## src/rtl/binary_blob_area_centroid_macros.svh

```systemverilog
// ----------------------------------------------------------------------------
// Binary blob area and centroid: assertion macros
// Wrappers for concurrent assertions. They are clocked on clk and disabled
// while rst_n is low. They compile to nothing in synthesis.
// ----------------------------------------------------------------------------
`ifndef BINARY_BLOB_AREA_CENTROID_MACROS_SVH
`define BINARY_BLOB_AREA_CENTROID_MACROS_SVH
`ifndef SYNTHESIS
`define BBAC_ASSERT_IMP(label, ante, cons) \
  label: assert property (@(posedge clk) disable iff (!rst_n) (ante) |-> (cons)) \
    else $error("bbac: same-cycle assertion failed");
`define BBAC_ASSERT_NXT(label, ante, cons) \
  label: assert property (@(posedge clk) disable iff (!rst_n) (ante) |=> (cons)) \
    else $error("bbac: next-cycle assertion failed");
`else
`define BBAC_ASSERT_IMP(label, ante, cons)
`define BBAC_ASSERT_NXT(label, ante, cons)
`endif
`endif

```

## src/rtl/bbac_pkg.sv

```systemverilog
// ----------------------------------------------------------------------------
// Binary blob area and centroid: package
// Widths, codes, control structs and helper functions shared by the block.
// ----------------------------------------------------------------------------
package bbac_pkg;

  localparam int MAX_WIDTH  = 2048;
  localparam int MAX_HEIGHT = 2048;

  localparam int DIM_W   = 12;
  localparam int COL_W   = $clog2(MAX_WIDTH);
  localparam int ROW_W   = $clog2(MAX_HEIGHT);
  localparam int PIX_W   = 8;
  localparam int CNT_W   = 23;
  localparam int SUM_W   = 34;
  localparam int DEN_W   = 34;
  localparam int Q_W     = 17;
  localparam int FRAC_W  = 16;
  localparam int STEP_W  = $clog2(Q_W);
  localparam int CFG_IDX_W = 1;

  localparam logic [DIM_W-1:0] FRAME_WIDTH_RST  = DIM_W'(640);
  localparam logic [DIM_W-1:0] FRAME_HEIGHT_RST = DIM_W'(480);
  localparam logic [Q_W-1:0]   AREA_CAP = Q_W'(65536);
  localparam logic [Q_W-1:0]   CENT_CAP = Q_W'(65535);

  typedef enum logic [CFG_IDX_W-1:0] {
    CFG_FRAME_WIDTH  = 1'b0,
    CFG_FRAME_HEIGHT = 1'b1
  } cfg_idx_t;

  typedef enum logic [2:0] {
    S_IDLE,
    S_MUL,
    S_INIT,
    S_DIV,
    S_STORE,
    S_OUT
  } state_t;

  typedef enum logic [1:0] {
    JOB_AREA,
    JOB_COL,
    JOB_ROW
  } job_t;

  typedef struct packed {
    logic [CNT_W-1:0] cnt;
    logic [SUM_W-1:0] col_sum;
    logic [SUM_W-1:0] row_sum;
  } totals_t;

  typedef struct packed {
    logic snap;
    logic mul;
    logic init;
    logic step;
    logic store;
    logic out_load;
    job_t job;
  } cmd_t;

  typedef struct packed {
    logic out_free;
  } status_t;

  typedef struct packed {
    logic [CNT_W-1:0]  set_pixel_count;
    logic [Q_W-1:0]    area_fraction;
    logic [FRAC_W-1:0] centroid_col_fraction;
    logic [FRAC_W-1:0] centroid_row_fraction;
  } result_t;

  function automatic logic [DIM_W-1:0] eff_dim(input logic [DIM_W-1:0] v,
                                               input logic [DIM_W-1:0] maxv);
    logic [DIM_W-1:0] r;
    if (v == '0) begin
      r = DIM_W'(1);
    end else if (v > maxv) begin
      r = maxv;
    end else begin
      r = v;
    end
    return r;
  endfunction

endpackage

```

## src/rtl/bbac_pix_if.sv

```systemverilog
// ----------------------------------------------------------------------------
// Binary blob area and centroid: pixel channel
// Valid/ready channel carrying one 8-bit sample per transfer.
// ----------------------------------------------------------------------------
interface bbac_pix_if;
  logic                       valid;
  logic                       ready;
  logic [bbac_pkg::PIX_W-1:0] pixel_value;

  modport source (output valid, output pixel_value, input ready);
  modport sink (input valid, input pixel_value, output ready);
endinterface

```

## src/rtl/bbac_res_if.sv

```systemverilog
// ----------------------------------------------------------------------------
// Binary blob area and centroid: result channel
// Valid/ready channel carrying one per-frame measurement per transfer.
// ----------------------------------------------------------------------------
interface bbac_res_if;
  logic                        valid;
  logic                        ready;
  logic [bbac_pkg::CNT_W-1:0]  set_pixel_count;
  logic [bbac_pkg::Q_W-1:0]    area_fraction;
  logic [bbac_pkg::FRAC_W-1:0] centroid_col_fraction;
  logic [bbac_pkg::FRAC_W-1:0] centroid_row_fraction;

  modport source (output valid, output set_pixel_count, output area_fraction,
                  output centroid_col_fraction, output centroid_row_fraction,
                  input ready);
  modport sink (input valid, input set_pixel_count, input area_fraction,
                input centroid_col_fraction, input centroid_row_fraction,
                output ready);
endinterface

```

## src/rtl/bbac_cfg_if.sv

```systemverilog
// ----------------------------------------------------------------------------
// Binary blob area and centroid: configuration channel
// Valid/ready write channel carrying a register index and write data.
// ----------------------------------------------------------------------------
interface bbac_cfg_if;
  logic                           valid;
  logic                           ready;
  logic [bbac_pkg::CFG_IDX_W-1:0] index;
  logic [bbac_pkg::DIM_W-1:0]     data;

  modport source (output valid, output index, output data, input ready);
  modport sink (input valid, input index, input data, output ready);
endinterface

```

## src/rtl/bbac_accum.sv

```systemverilog
// ----------------------------------------------------------------------------
// Binary blob area and centroid: pixel accumulator
// Tracks the raster position and accumulates set-pixel count and position
// sums at one pixel per cycle while accept is high. Flags the transfer that
// ends a frame.
module bbac_accum (
  input  logic                       clk,
  input  logic                       rst_n,
  input  logic                       accept,
  input  logic [bbac_pkg::PIX_W-1:0] pixel_value,
  input  logic [bbac_pkg::DIM_W-1:0] eff_w,
  input  logic [bbac_pkg::DIM_W-1:0] eff_h,
  output logic                       last_pos,
  output logic                       frame_done,
  output bbac_pkg::totals_t          totals
);
  import bbac_pkg::*;

  logic [COL_W-1:0] col_r, col_nxt;
  logic [ROW_W-1:0] row_r, row_nxt;
  totals_t          acc_r, acc_nxt;
  logic             set;
  logic             last_col;
  logic             last_row;

  assign set      = (pixel_value != '0);
  assign last_col = (DIM_W'(col_r) + DIM_W'(1)) >= eff_w;
  assign last_row = (DIM_W'(row_r) + DIM_W'(1)) >= eff_h;
  assign last_pos = last_col && last_row;
  assign frame_done = accept && last_pos;

  always_comb begin
    totals.cnt     = acc_r.cnt + CNT_W'(set);
    totals.col_sum = acc_r.col_sum + (set ? SUM_W'(col_r) : '0);
    totals.row_sum = acc_r.row_sum + (set ? SUM_W'(row_r) : '0);
  end

  always_comb begin
    col_nxt = col_r;
    row_nxt = row_r;
    acc_nxt = acc_r;
    if (accept) begin
      if (last_col) begin
        col_nxt = '0;
        row_nxt = last_row ? '0 : row_r + ROW_W'(1);
      end else begin
        col_nxt = col_r + COL_W'(1);
      end
      acc_nxt = last_pos ? '0 : totals;
    end
  end

  always_ff @(posedge clk) begin
    if (!rst_n) begin
      col_r <= '0;
      row_r <= '0;
      acc_r <= '0;
    end else begin
      col_r <= col_nxt;
      row_r <= row_nxt;
      acc_r <= acc_nxt;
    end
  end

endmodule

```

## src/rtl/bbac_dp.sv

```systemverilog
// ----------------------------------------------------------------------------
// Binary blob area and centroid: frame-end datapath
// Holds the frame totals, forms each divisor with one shared multiplier and
// runs a shared restoring divider one quotient bit per cycle. Drives the
// result output register.
// ----------------------------------------------------------------------------
module bbac_dp (
  input  logic                       clk,
  input  logic                       rst_n,
  input  bbac_pkg::cmd_t             cmd,
  input  bbac_pkg::totals_t          totals,
  input  logic [bbac_pkg::DIM_W-1:0] eff_w,
  input  logic [bbac_pkg::DIM_W-1:0] eff_h,
  input  logic                       out_ready,
  output bbac_pkg::status_t          status,
  output logic                       out_valid,
  output bbac_pkg::result_t          result
);
  import bbac_pkg::*;

  totals_t              tot_r;
  logic [DIM_W-1:0]     w_r;
  logic [DIM_W-1:0]     h_r;
  logic [DEN_W-1:0]     prod_r;
  logic [DEN_W-1:0]     den_r;
  logic [DEN_W-1:0]     rem_r;
  logic                 nbit_r;
  logic                 ovf_r;
  logic [Q_W-1:0]       q_r;
  logic [Q_W-1:0]       area_r;
  logic [FRAC_W-1:0]    cx_r;
  logic [FRAC_W-1:0]    cy_r;
  logic                 out_valid_r;
  result_t              res_r;

  logic [CNT_W-1:0]       mul_a;
  logic [DIM_W-1:0]       mul_b;
  logic [CNT_W+DIM_W-1:0] mul_p;
  logic [SUM_W-1:0]       num;
  logic [DEN_W:0]         rem_sh;
  logic [DEN_W+1:0]       diff;
  logic                   ge;
  logic [Q_W-1:0]         cap;
  logic [Q_W-1:0]         qsat;
  logic                   cnt_zero;

  always_comb begin
    unique case (cmd.job)
      JOB_AREA: begin
        mul_a = CNT_W'(h_r);
        mul_b = w_r;
        num   = SUM_W'(tot_r.cnt);
      end
      JOB_COL: begin
        mul_a = tot_r.cnt;
        mul_b = w_r;
        num   = tot_r.col_sum;
      end
      JOB_ROW: begin
        mul_a = tot_r.cnt;
        mul_b = h_r;
        num   = tot_r.row_sum;
      end
      default: begin
        mul_a = '0;
        mul_b = '0;
        num   = '0;
      end
    endcase
  end

  assign mul_p    = mul_a * mul_b;
  assign rem_sh   = {rem_r, nbit_r};
  assign diff     = {1'b0, rem_sh} - {2'b00, den_r};
  assign ge       = !diff[DEN_W+1];
  assign cnt_zero = (tot_r.cnt == '0);
  assign cap      = (cmd.job == JOB_AREA) ? AREA_CAP : CENT_CAP;
  assign qsat     = (ovf_r || (q_r > cap)) ? cap : q_r;

  always_ff @(posedge clk) begin
    if (cmd.snap) begin
      tot_r <= totals;
      w_r   <= eff_w;
      h_r   <= eff_h;
    end
    if (cmd.mul) begin
      prod_r <= mul_p[DEN_W-1:0];
    end
    if (cmd.init) begin
      den_r  <= prod_r;
      ovf_r  <= {2'b00, num} >= {1'b0, prod_r, 1'b0};
      rem_r  <= {1'b0, num[SUM_W-1:1]};
      nbit_r <= num[0];
      q_r    <= '0;
    end else if (cmd.step) begin
      rem_r  <= ge ? diff[DEN_W-1:0] : rem_sh[DEN_W-1:0];
      nbit_r <= 1'b0;
      q_r    <= {q_r[Q_W-2:0], ge};
    end
    if (cmd.store) begin
      unique case (cmd.job)
        JOB_AREA: area_r <= qsat;
        JOB_COL:  cx_r   <= cnt_zero ? '0 : qsat[FRAC_W-1:0];
        JOB_ROW:  cy_r   <= cnt_zero ? '0 : qsat[FRAC_W-1:0];
        default:  area_r <= area_r;
      endcase
    end
    if (cmd.out_load) begin
      res_r.set_pixel_count       <= tot_r.cnt;
      res_r.area_fraction         <= area_r;
      res_r.centroid_col_fraction <= cx_r;
      res_r.centroid_row_fraction <= cy_r;
    end
  end

  always_ff @(posedge clk) begin
    if (!rst_n) begin
      out_valid_r <= 1'b0;
    end else if (cmd.out_load) begin
      out_valid_r <= 1'b1;
    end else if (out_ready) begin
      out_valid_r <= 1'b0;
    end
  end

  assign status.out_free = !out_valid_r || out_ready;
  assign out_valid       = out_valid_r;
  assign result          = res_r;

endmodule

```

## src/rtl/bbac_ctrl.sv

```systemverilog
// ----------------------------------------------------------------------------
// Binary blob area and centroid: frame-end controller
// Sequences the three divisions (area, column, row) after a frame ends and
// hands the finished result to the output register.
// ----------------------------------------------------------------------------
module bbac_ctrl (
  input  logic              clk,
  input  logic              rst_n,
  input  logic              frame_done,
  input  bbac_pkg::status_t status,
  output bbac_pkg::cmd_t    cmd,
  output logic              busy
);
  import bbac_pkg::*;

  state_t            state_r, state_nxt;
  job_t              job_r, job_nxt;
  logic [STEP_W-1:0] step_r, step_nxt;

  always_ff @(posedge clk) begin
    if (!rst_n) begin
      state_r <= S_IDLE;
      job_r   <= JOB_AREA;
      step_r  <= '0;
    end else begin
      state_r <= state_nxt;
      job_r   <= job_nxt;
      step_r  <= step_nxt;
    end
  end

  always_comb begin
    state_nxt = state_r;
    job_nxt   = job_r;
    step_nxt  = step_r;
    cmd       = '0;
    cmd.job   = job_r;
    unique case (state_r)
      S_IDLE: begin
        if (frame_done) begin
          cmd.snap  = 1'b1;
          job_nxt   = JOB_AREA;
          state_nxt = S_MUL;
        end
      end
      S_MUL: begin
        cmd.mul   = 1'b1;
        state_nxt = S_INIT;
      end
      S_INIT: begin
        cmd.init  = 1'b1;
        step_nxt  = '0;
        state_nxt = S_DIV;
      end
      S_DIV: begin
        cmd.step = 1'b1;
        if (step_r == STEP_W'(Q_W - 1)) begin
          state_nxt = S_STORE;
        end else begin
          step_nxt = step_r + STEP_W'(1);
        end
      end
      S_STORE: begin
        cmd.store = 1'b1;
        unique case (job_r)
          JOB_AREA: begin
            job_nxt   = JOB_COL;
            state_nxt = S_MUL;
          end
          JOB_COL: begin
            job_nxt   = JOB_ROW;
            state_nxt = S_MUL;
          end
          default: begin
            state_nxt = S_OUT;
          end
        endcase
      end
      S_OUT: begin
        if (status.out_free) begin
          cmd.out_load = 1'b1;
          state_nxt    = S_IDLE;
        end
      end
      default: begin
        state_nxt = S_IDLE;
      end
    endcase
  end

  assign busy = (state_r != S_IDLE);

endmodule

```

## src/rtl/binary_blob_area_centroid.sv

```systemverilog
// ----------------------------------------------------------------------------
// Binary blob area and centroid: top level
// Measures the set-pixel count, area fraction and centroid of 8-bit frames.
// ----------------------------------------------------------------------------
// Pixels arrive on in_pix in raster order, one per transfer, and the block
// takes one pixel every cycle except for the frame-end stall below. A pixel
// is set when it is nonzero. Frame width and height come from cfg_wr (index
// 0 width, index 1 height); a value of zero counts as one and a value above
// 2048 counts as 2048. Write them only while the block is idle.
// The transfer that completes the last row ends the frame. One result then
// appears on out_res: the set-pixel count, a Q1.16 area fraction and two
// Q0.16 centroid fractions. The frame-end stage takes a snapshot, then for
// each fraction a multiply, a set-up step, seventeen divider steps and a
// store, and then loads the output register.
// The next frame streams in while that stage works. Only a pixel that would
// end a frame waits while the previous frame's result is still in progress,
// so a short frame waits for the previous frame-end sequence to finish.
// If out_res stalls, the finished result waits in the output register and
// the frame-end stage holds its next result until the register frees.
// Reset sets the width to 640, the height to 480 and clears the position
// and accumulators; no result is pending after reset.
// ----------------------------------------------------------------------------
`include "binary_blob_area_centroid_macros.svh"

module binary_blob_area_centroid (
  input logic      clk,
  input logic      rst_n,
  bbac_pix_if.sink in_pix,
  bbac_res_if.source out_res,
  bbac_cfg_if.sink cfg_wr
);
  import bbac_pkg::*;

  logic [DIM_W-1:0] frame_width_r;
  logic [DIM_W-1:0] frame_height_r;
  logic [DIM_W-1:0] eff_w;
  logic [DIM_W-1:0] eff_h;
  logic             accept;
  logic             last_pos;
  logic             frame_done;
  logic             busy;
  totals_t          totals;
  cmd_t             cmd;
  status_t          status;
  result_t          result;
  logic             out_valid;

  assign cfg_wr.ready = 1'b1;

  always_ff @(posedge clk) begin
    if (!rst_n) begin
      frame_width_r  <= FRAME_WIDTH_RST;
      frame_height_r <= FRAME_HEIGHT_RST;
    end else if (cfg_wr.valid && cfg_wr.ready) begin
      unique case (cfg_idx_t'(cfg_wr.index))
        CFG_FRAME_WIDTH:  frame_width_r  <= cfg_wr.data;
        CFG_FRAME_HEIGHT: frame_height_r <= cfg_wr.data;
      endcase
    end
  end

  assign eff_w = eff_dim(frame_width_r, DIM_W'(MAX_WIDTH));
  assign eff_h = eff_dim(frame_height_r, DIM_W'(MAX_HEIGHT));

  assign in_pix.ready = !(last_pos && busy);
  assign accept       = in_pix.valid && in_pix.ready;

  bbac_accum u_accum (
    .clk         (clk),
    .rst_n       (rst_n),
    .accept      (accept),
    .pixel_value (in_pix.pixel_value),
    .eff_w       (eff_w),
    .eff_h       (eff_h),
    .last_pos    (last_pos),
    .frame_done  (frame_done),
    .totals      (totals)
  );

  bbac_ctrl u_ctrl (
    .clk        (clk),
    .rst_n      (rst_n),
    .frame_done (frame_done),
    .status     (status),
    .cmd        (cmd),
    .busy       (busy)
  );

  bbac_dp u_dp (
    .clk       (clk),
    .rst_n     (rst_n),
    .cmd       (cmd),
    .totals    (totals),
    .eff_w     (eff_w),
    .eff_h     (eff_h),
    .out_ready (out_res.ready),
    .status    (status),
    .out_valid (out_valid),
    .result    (result)
  );

  assign out_res.valid                 = out_valid;
  assign out_res.set_pixel_count       = result.set_pixel_count;
  assign out_res.area_fraction         = result.area_fraction;
  assign out_res.centroid_col_fraction = result.centroid_col_fraction;
  assign out_res.centroid_row_fraction = result.centroid_row_fraction;

  `BBAC_ASSERT_IMP(a_frame_end_when_idle, frame_done, !busy)
  `BBAC_ASSERT_IMP(a_one_command, 1'b1,
                   $onehot0({cmd.snap, cmd.mul, cmd.init, cmd.step, cmd.store, cmd.out_load}))
  `BBAC_ASSERT_NXT(a_load_shows_valid, cmd.out_load, out_res.valid)

endmodule
```

## src/flat_wrapper.sv

```systemverilog
// flat-port wrapper written by rule: the top's interface ports become plain ports
module binary_blob_area_centroid_flat import bbac_pkg::*;
  (clk, rst_n, in_pix_valid, in_pix_pixel_value, in_pix_ready, out_res_valid, out_res_set_pixel_count, out_res_area_fraction, out_res_centroid_col_fraction, out_res_centroid_row_fraction, out_res_ready, cfg_wr_valid, cfg_wr_index, cfg_wr_data, cfg_wr_ready);
  bbac_pix_if in_pix_i ();
  bbac_res_if out_res_i ();
  bbac_cfg_if cfg_wr_i ();
  input logic clk;
  input logic rst_n;
  input wire logic [$bits(in_pix_i.valid)-1:0] in_pix_valid;
  input wire logic [$bits(in_pix_i.pixel_value)-1:0] in_pix_pixel_value;
  output wire logic [$bits(in_pix_i.ready)-1:0] in_pix_ready;
  output wire logic [$bits(out_res_i.valid)-1:0] out_res_valid;
  output wire logic [$bits(out_res_i.set_pixel_count)-1:0] out_res_set_pixel_count;
  output wire logic [$bits(out_res_i.area_fraction)-1:0] out_res_area_fraction;
  output wire logic [$bits(out_res_i.centroid_col_fraction)-1:0] out_res_centroid_col_fraction;
  output wire logic [$bits(out_res_i.centroid_row_fraction)-1:0] out_res_centroid_row_fraction;
  input wire logic [$bits(out_res_i.ready)-1:0] out_res_ready;
  input wire logic [$bits(cfg_wr_i.valid)-1:0] cfg_wr_valid;
  input wire logic [$bits(cfg_wr_i.index)-1:0] cfg_wr_index;
  input wire logic [$bits(cfg_wr_i.data)-1:0] cfg_wr_data;
  output wire logic [$bits(cfg_wr_i.ready)-1:0] cfg_wr_ready;
  assign in_pix_i.valid = in_pix_valid;
  assign in_pix_i.pixel_value = in_pix_pixel_value;
  assign in_pix_ready = in_pix_i.ready;
  assign out_res_valid = out_res_i.valid;
  assign out_res_set_pixel_count = out_res_i.set_pixel_count;
  assign out_res_area_fraction = out_res_i.area_fraction;
  assign out_res_centroid_col_fraction = out_res_i.centroid_col_fraction;
  assign out_res_centroid_row_fraction = out_res_i.centroid_row_fraction;
  assign out_res_i.ready = out_res_ready;
  assign cfg_wr_i.valid = cfg_wr_valid;
  assign cfg_wr_i.index = cfg_wr_index;
  assign cfg_wr_i.data = cfg_wr_data;
  assign cfg_wr_ready = cfg_wr_i.ready;
  binary_blob_area_centroid u_core (.clk(clk), .rst_n(rst_n), .in_pix(in_pix_i), .out_res(out_res_i), .cfg_wr(cfg_wr_i));
endmodule
```

## config.mk

```make
export PLATFORM = sky130hd
export DESIGN_NAME = binary_blob_area_centroid_flat
export DESIGN_NICKNAME = d
export VERILOG_FILES = /design/src/rtl/bbac_pkg.sv /design/src/rtl/bbac_pix_if.sv /design/src/rtl/bbac_res_if.sv /design/src/rtl/bbac_cfg_if.sv /design/src/rtl/bbac_accum.sv /design/src/rtl/bbac_dp.sv /design/src/rtl/bbac_ctrl.sv /design/src/rtl/binary_blob_area_centroid.sv /design/src/flat_wrapper.sv
export VERILOG_INCLUDE_DIRS = /design/src /design/src/rtl
export SDC_FILE = /design/constraint.sdc
export NUM_CORES = 2
export LEC_CHECK = 0
export BUFFER_PORTS_ARGS = -buffer_cell sky130_fd_sc_hd__clkbuf_2
export CELL_PAD_IN_SITES_DETAIL_PLACEMENT = 0
export CELL_PAD_IN_SITES_GLOBAL_PLACEMENT = 1
export CORE_ASPECT_RATIO = 0.8
export CORE_MARGIN = 2
export CORE_UTILIZATION = 45
export CTS_CLUSTER_DIAMETER = 200
export DETAILED_ROUTE_END_ITERATION = 10
export HOLD_SLACK_MARGIN = 0.02
export PLACE_DENSITY = 0.85
export SYNTH_ARGS = -nofsm -noshare
export SYNTH_HDL_FRONTEND = slang
export SYNTH_SLANG_ARGS = --single-unit
```

## constraint.sdc

```tcl
create_clock -name clk -period 12 [get_ports clk]
set_clock_uncertainty 0.15 [all_clocks]
set_input_delay 1.2 -clock clk [delete_from_list [all_inputs] [get_ports clk]]
set_output_delay 1.2 -clock clk [all_outputs]
set_load 0.05 [all_outputs]
```

* Word-level counts from Yosys, hierarchy flattened *
Index checks and enable logic that the tools add are counted.

operators by class
  reductions and logical operators = 31
  bitwise gates (word level) = 1
  equality and inequality tests = 13
  magnitude comparators = 6
  mux-type cells = 40
  add/sub/neg operators = 9
  multiply operators = 1

operators by type and width
  kind                     count
  $pmux W34 S3             1
  $mux W91                 1
  $add A34 B11 Y34         2
  $mux W33                 2
  $mux W12                 4
  $pmux W23 S2             1
  $mux W11                 4
  $sub A35 B34 Y36         1
  $ge A34 B35 Y1           1
  $mul A23 B12 Y34         1
  $mux W17                 2
  $mux W34                 1
  $add A11 B1 Y12 const B  2
  $ge A12 B12 Y1           2
  $gt A12 B12 Y1 const B   2
  $logic_not A12 Y1        2
  $pmux W12 S2             1
  $add A23 B1 Y23          1
  $logic_not A23 Y1        1
  $add A11 B1 Y11 const B  2
  $pmux W3 S6              1
  $gt A17 B17 Y1           1
  $mux W16                 1
  $reduce_and A2 Y1        7
  27 further kinds         57

word-level totals
  word-level logic and storage cells = 131
  bits in registers = 505

* Logic depth before layout (Yosys ltp) *
  depth in word-level cells = 11
  mapped depth = 29

* Hierarchy *
A second synthesis with hierarchy kept.

unflattened totals
  cell total of the unflattened synthesis = 3,326
  area, all modules = 33,666.0 sq um

by module, submodules not included
  module                     area an instance (sq um)  times used  seq. area each (sq um)  cells an instance
  bbac_dp                    24,050.6                  1           10,560.1                2,127
  bbac_accum                 7,930.1                   1           2,262.2                 981
  binary_blob_area_centroid  1,098.6                   1           480.5                   144
  bbac_ctrl                  586.8                     1           200.2                   74

* Worst setup path before layout *
OpenSTA, ideal clock, no wires.

  path type = reg2reg
  start point = reg u_core.u_accum.col_r[0]
  end point = reg u_core.u_dp.h_r[0], enable pin
  required time = 11.259 ns
  period minus slack after synthesis = 8.487 ns
  slack = 3.513 ns
  stages on the path, launching flop included = 16
  arrival = 7.746 ns
  path through = dfxtp_1 ha_1 and3_1 and3_1 and3_1 and3_1 xor2_1 ha_1 a21o_1 a21oi_1 o41ai_1 o221ai_1 nand2_1 buf_2 buf_1 nor2_1

RTL lines
  element                   line              text
  start: declaration        bbac_accum.sv:19  logic [COL_W-1:0] col_r, col_nxt;
  start signal: assignment  bbac_accum.sv:59  col_r <= col_nxt;
  end signal: assignment    bbac_dp.sv:84     h_r <= eff_h;
  end: declaration          bbac_dp.sv:23     logic [DIM_W-1:0] h_r;

* Worst setup path in the final report *
  start point = reg u_core.u_ctrl.job_r[0]
  end point = reg u_core.u_dp.prod_r[33], data pin

between the ends
  word-level cells in the longest chain between the ends = 4
  elaborated cells between the ends (all ways) = 8
  classes of those cells = mul (1); eq/ne (2); mux (2); reduce/logical (3)

ends and longest elaborated chain
  element                                       line             text
  start: declaration                            bbac_ctrl.sv:17  job_t job_r, job_nxt;
  start signal: assignment                      bbac_ctrl.sv:27  job_r <= job_nxt;
  $eq A2 B2 Y1, or another cell as far along    bbac_dp.sv:48    unique case (cmd.job)
  $reduce_or A2 Y1 (no source line)             -
  $pmux W23 S2 or $pmux W12 S2 (tied branches)  bbac_dp.sv:48
  $mul A23 B12 Y34 *                            bbac_dp.sv:72    assign mul_p = mul_a * mul_b;
  net u_core.u_dp.mul_p[33]                     bbac_dp.sv:38    logic [CNT_W+DIM_W-1:0] mul_p;
  end signal: assignment                        bbac_dp.sv:87    prod_r <= mul_p[DEN_W-1:0];
  end: declaration                              bbac_dp.sv:24    logic [DEN_W-1:0] prod_r;

Mark *: on every way through the listed nets, which the timed path passes. The rest lies on a longest branch.
A chain may end at the register's enable or synchronous reset.

==> results_dict.tcl <==
set metrics [dict create \
    max_freq_ghz 0.127 \
    synth.most_common_cell "nand2_1" \
    synthAdderAreaFrac_pct 20.2 \
    layout_min_cycle_time_ns 7.89 \
    wl_per_cell_um 19.4 \
    hold_class "flip-flop to flip-flop" \
    insertion_delay_ns 0.64 \
    numPortBuffers 99 \
    path_clk_slew_ns 0.07 \
    synthMuxAreaShare_pct 0.617 \
    ys_top_cells_by_count "nand2_1 (442), inv_1 (406), edfxtp_1 (339), nor2_1 (295), fa_1 (212)" \
    final_area_sq_um 36200 \
    post_layout_nonfiller_instances 4420 \
    antenna_found_initial 1 \
    drt-initial-drc-count 2345 \
    fin_crit_sh_pct 65.7 \
    rsz0062_at_grt "no" \
    synth_top_family_by_area "adder cells" \
    rr_startpoint "u_core.u_ctrl.job_r[0]" \
    area_growth_pct 9.67 \
    die-area_sq_um 75600 \
    synth-simple-area-share_pct 15.4 \
    fp.dieH_um 246 \
    n_antenna_cell 0 \
    cts_made_buffers 53 \
    synth_area_leaders "edfxtp_1 (31%), fa_1 (13%), dfxtp_1 (10%)" \
    synth_area_sq_um 33000 \
    core_area_sq_um 72400 \
    synth_edf_count 339 \
    grt_pass1_vias 23600 \
    ant_nets 0 \
    die_w_um 307 \
    setup-tns-final_ns 0 \
    rows 88 \
    grt_max_degree 64 \
    grt_pass1_wl_mm 134 \
    synthDistinctLibCells 84 \
    finalSetupViolations 0 \
    crit_start "u_core.u_ctrl.job_r[0]" \
    synth_top_area_share_pct 30.8 \
    syn-instance-count 3387 \
    seq_area_frac_synth_pct 40.9 \
    p_leak_nw 16.1 \
    synth_nets 3820 \
    power.density_nw_per_um2 109 \
    yosysWarnings 0 \
    worst_slew_pin_slew_ns 1.09 \
    synth_compound_area_share_pct 12.2 \
    clock-root-buffer "clkbuf_16" \
    place_congestion 0.922 \
    cts_hold_buf 0 \
    critPathKind "flip-flop to flip-flop" \
    ctsResizeCount 0 \
    pin_count 101 \
    dp.cells 4321 \
    ys_async_sr_fraction_pct 0 \
    ys_ff_latch 505 \
    max-slew-margin-rel_pct 27.6 \
    worstSetupStartpointType "flip-flop" \
    nets 3864 \
    cts_max_level 2 \
    irDropWorstVdd_uv 105 \
    drc 0 \
    cts_sinks 505 \
    grt-ovfl-total 0 \
    start_util_pct 45.6 \
    fin_hold_ws_ns 0.267 \
    drv_slew 0 \
    dpl_cell_area_sq_um 34500 \
    endpoint_kind "flip-flop" \
    vias_per_cell 5.54 \
    synth_top_cell_by_area "edfxtp_1" \
    maxCapViolCount 0 \
    drt_first_pass_iters 5 \
    clockBufferDepth 3 \
    routed_wl_mm 85.7 \
    critPathRequiredTime_ns 12.23 \
    avgSynthCellArea_sq_um 9.76 \
    hpwl_mm 63.6 \
    hold_violations 0 \
    grtUsageTotal_pct 22.8 \
    post_cts_buffers 0 \
    crit_fanout 13 \
    cts_tree "done" \
    status "complete, no violations" \
    worstPathArrival_ns 8.12 \
    synth_xor_xnor_area_share_pct 4.32 \
    via_count 24500 \
    synth_top_flop_cell "edfxtp_1" \
    drive_gt1_share_pct 7.57 \
    hp-start "u_core.u_dp.area_r[15]" \
]
placed cells by master (no fill, tap or decap), drive strengths merged, types with 63 or more instances in the layout:
master and count:
ha 195, edfxtp 339, o21ai 82, nor2 305, fa 212, clkbuf 163, xnor2 99, nand3 104
dfxtp 166, xor2 64, a21oi 212, inv 412, and2 63, nand2 442
cell families (layout without fill, tap and decap cells):
group	after synthesis	in the layout
XOR/XNOR	163	163
multiplexers	20	20
adder cells (fa/ha/maj)	407	407
flip-flops	505	505
AO/OA/AOI/OAI	607	607
buffers and inverters	555	643
AND/OR/NAND/NOR	1129	1129
other	1	1
worst paths after layout:
check | endpoint | slack [ns] | cells after the start
max | u_core.u_dp.prod_r[33] | 4.11 | 23
min | u_core.u_dp.result[47] | 0.27 | 0
max reg2reg | u_core.u_dp.prod_r[33] | 4.11 | 23
min reg2reg | u_core.u_dp.result[47] | 0.27 | 0
where the power goes:
part / internal, mW / leakage, nW / total [mW] / switching (mW)
clock: 0.957 / 0.860 / 1.68 / 0.721
combinational: 0.120 / 10.7 / 0.341 / 0.221
sequential: 1.89 / 4.62 / 1.91 / 0.0236
total: 2.97 / 16.1 / 3.93 / 0.966
metal layers:
layer | GRT usage, % | wire length, um
met5 | 0 | 0
met3 | 3.49 | 6620
met2 | 35.2 | 37100
met1 | 33.1 | 39500
met4 | 6.76 | 2510
cell type report:
cell class / instances / area [sq um]
fillers: 6653 / 36200
multi-input cells: 2327 / 17500
flip-flops and latches: 505 / 13500
inverters: 408 / 1530
clock buffers: 64 / 1420
well taps: 945 / 1180
repair buffers: 136 / 773
clock inverters: 35 / 350
stage by stage:
| step | util, % | worst slack [ns] | total power, mW |
|---|---|---|---|
| after floorplan | - | 3.51 | 2.19 |
| after global placement | 47.6 | 4.20 | 2.28 |
| after detailed placement | 47.6 | 4.14 | 2.29 |
| after CTS | 50.0 | 4.12 | 3.96 |
| after global routing | 50.0 | 3.58 | 4.07 |
| final | 50.0 | 4.11 | 3.93 |
state kept, by name, indices dropped and copies added, names as in the netlist, 16 cells and up:
register / flops
u_core.u_dp.tot_r: 91
u_core.u_accum.acc_r: 91
u_core.u_dp.cx_r: 16
u_core.u_dp.q_r: 17
u_core.u_dp.prod_r: 34
u_core.u_dp.den_r: 34
u_core.u_dp.area_r: 17
u_core.u_dp.rem_r: 34
u_core.u_dp.result: 72
u_core.u_dp.cy_r: 16
worst max-delay path, cell delays in order (launching register included):
cell,delay (ns)
dfxtp_1,0.38
inv_1,0.10
ha_1,0.40
or2_2,0.52
nand2_1,0.14
a21o_1,0.49
nor2_1,0.15
fa_1,0.52
fa_1,0.52
fa_1,0.51
fa_1,0.55
inv_1,0.06
fa_1,0.54
inv_1,0.04
ha_1,0.38
a21o_1,0.23
o21bai_1,0.17
a31o_2,0.26
o31ai_1,0.34
a21oi_1,0.22
a2111oi_0,0.55
o21bai_1,0.14
a21oi_1,0.19
xnor2_1,0.08
Note: power is estimated with default switching activity, not from simulation.
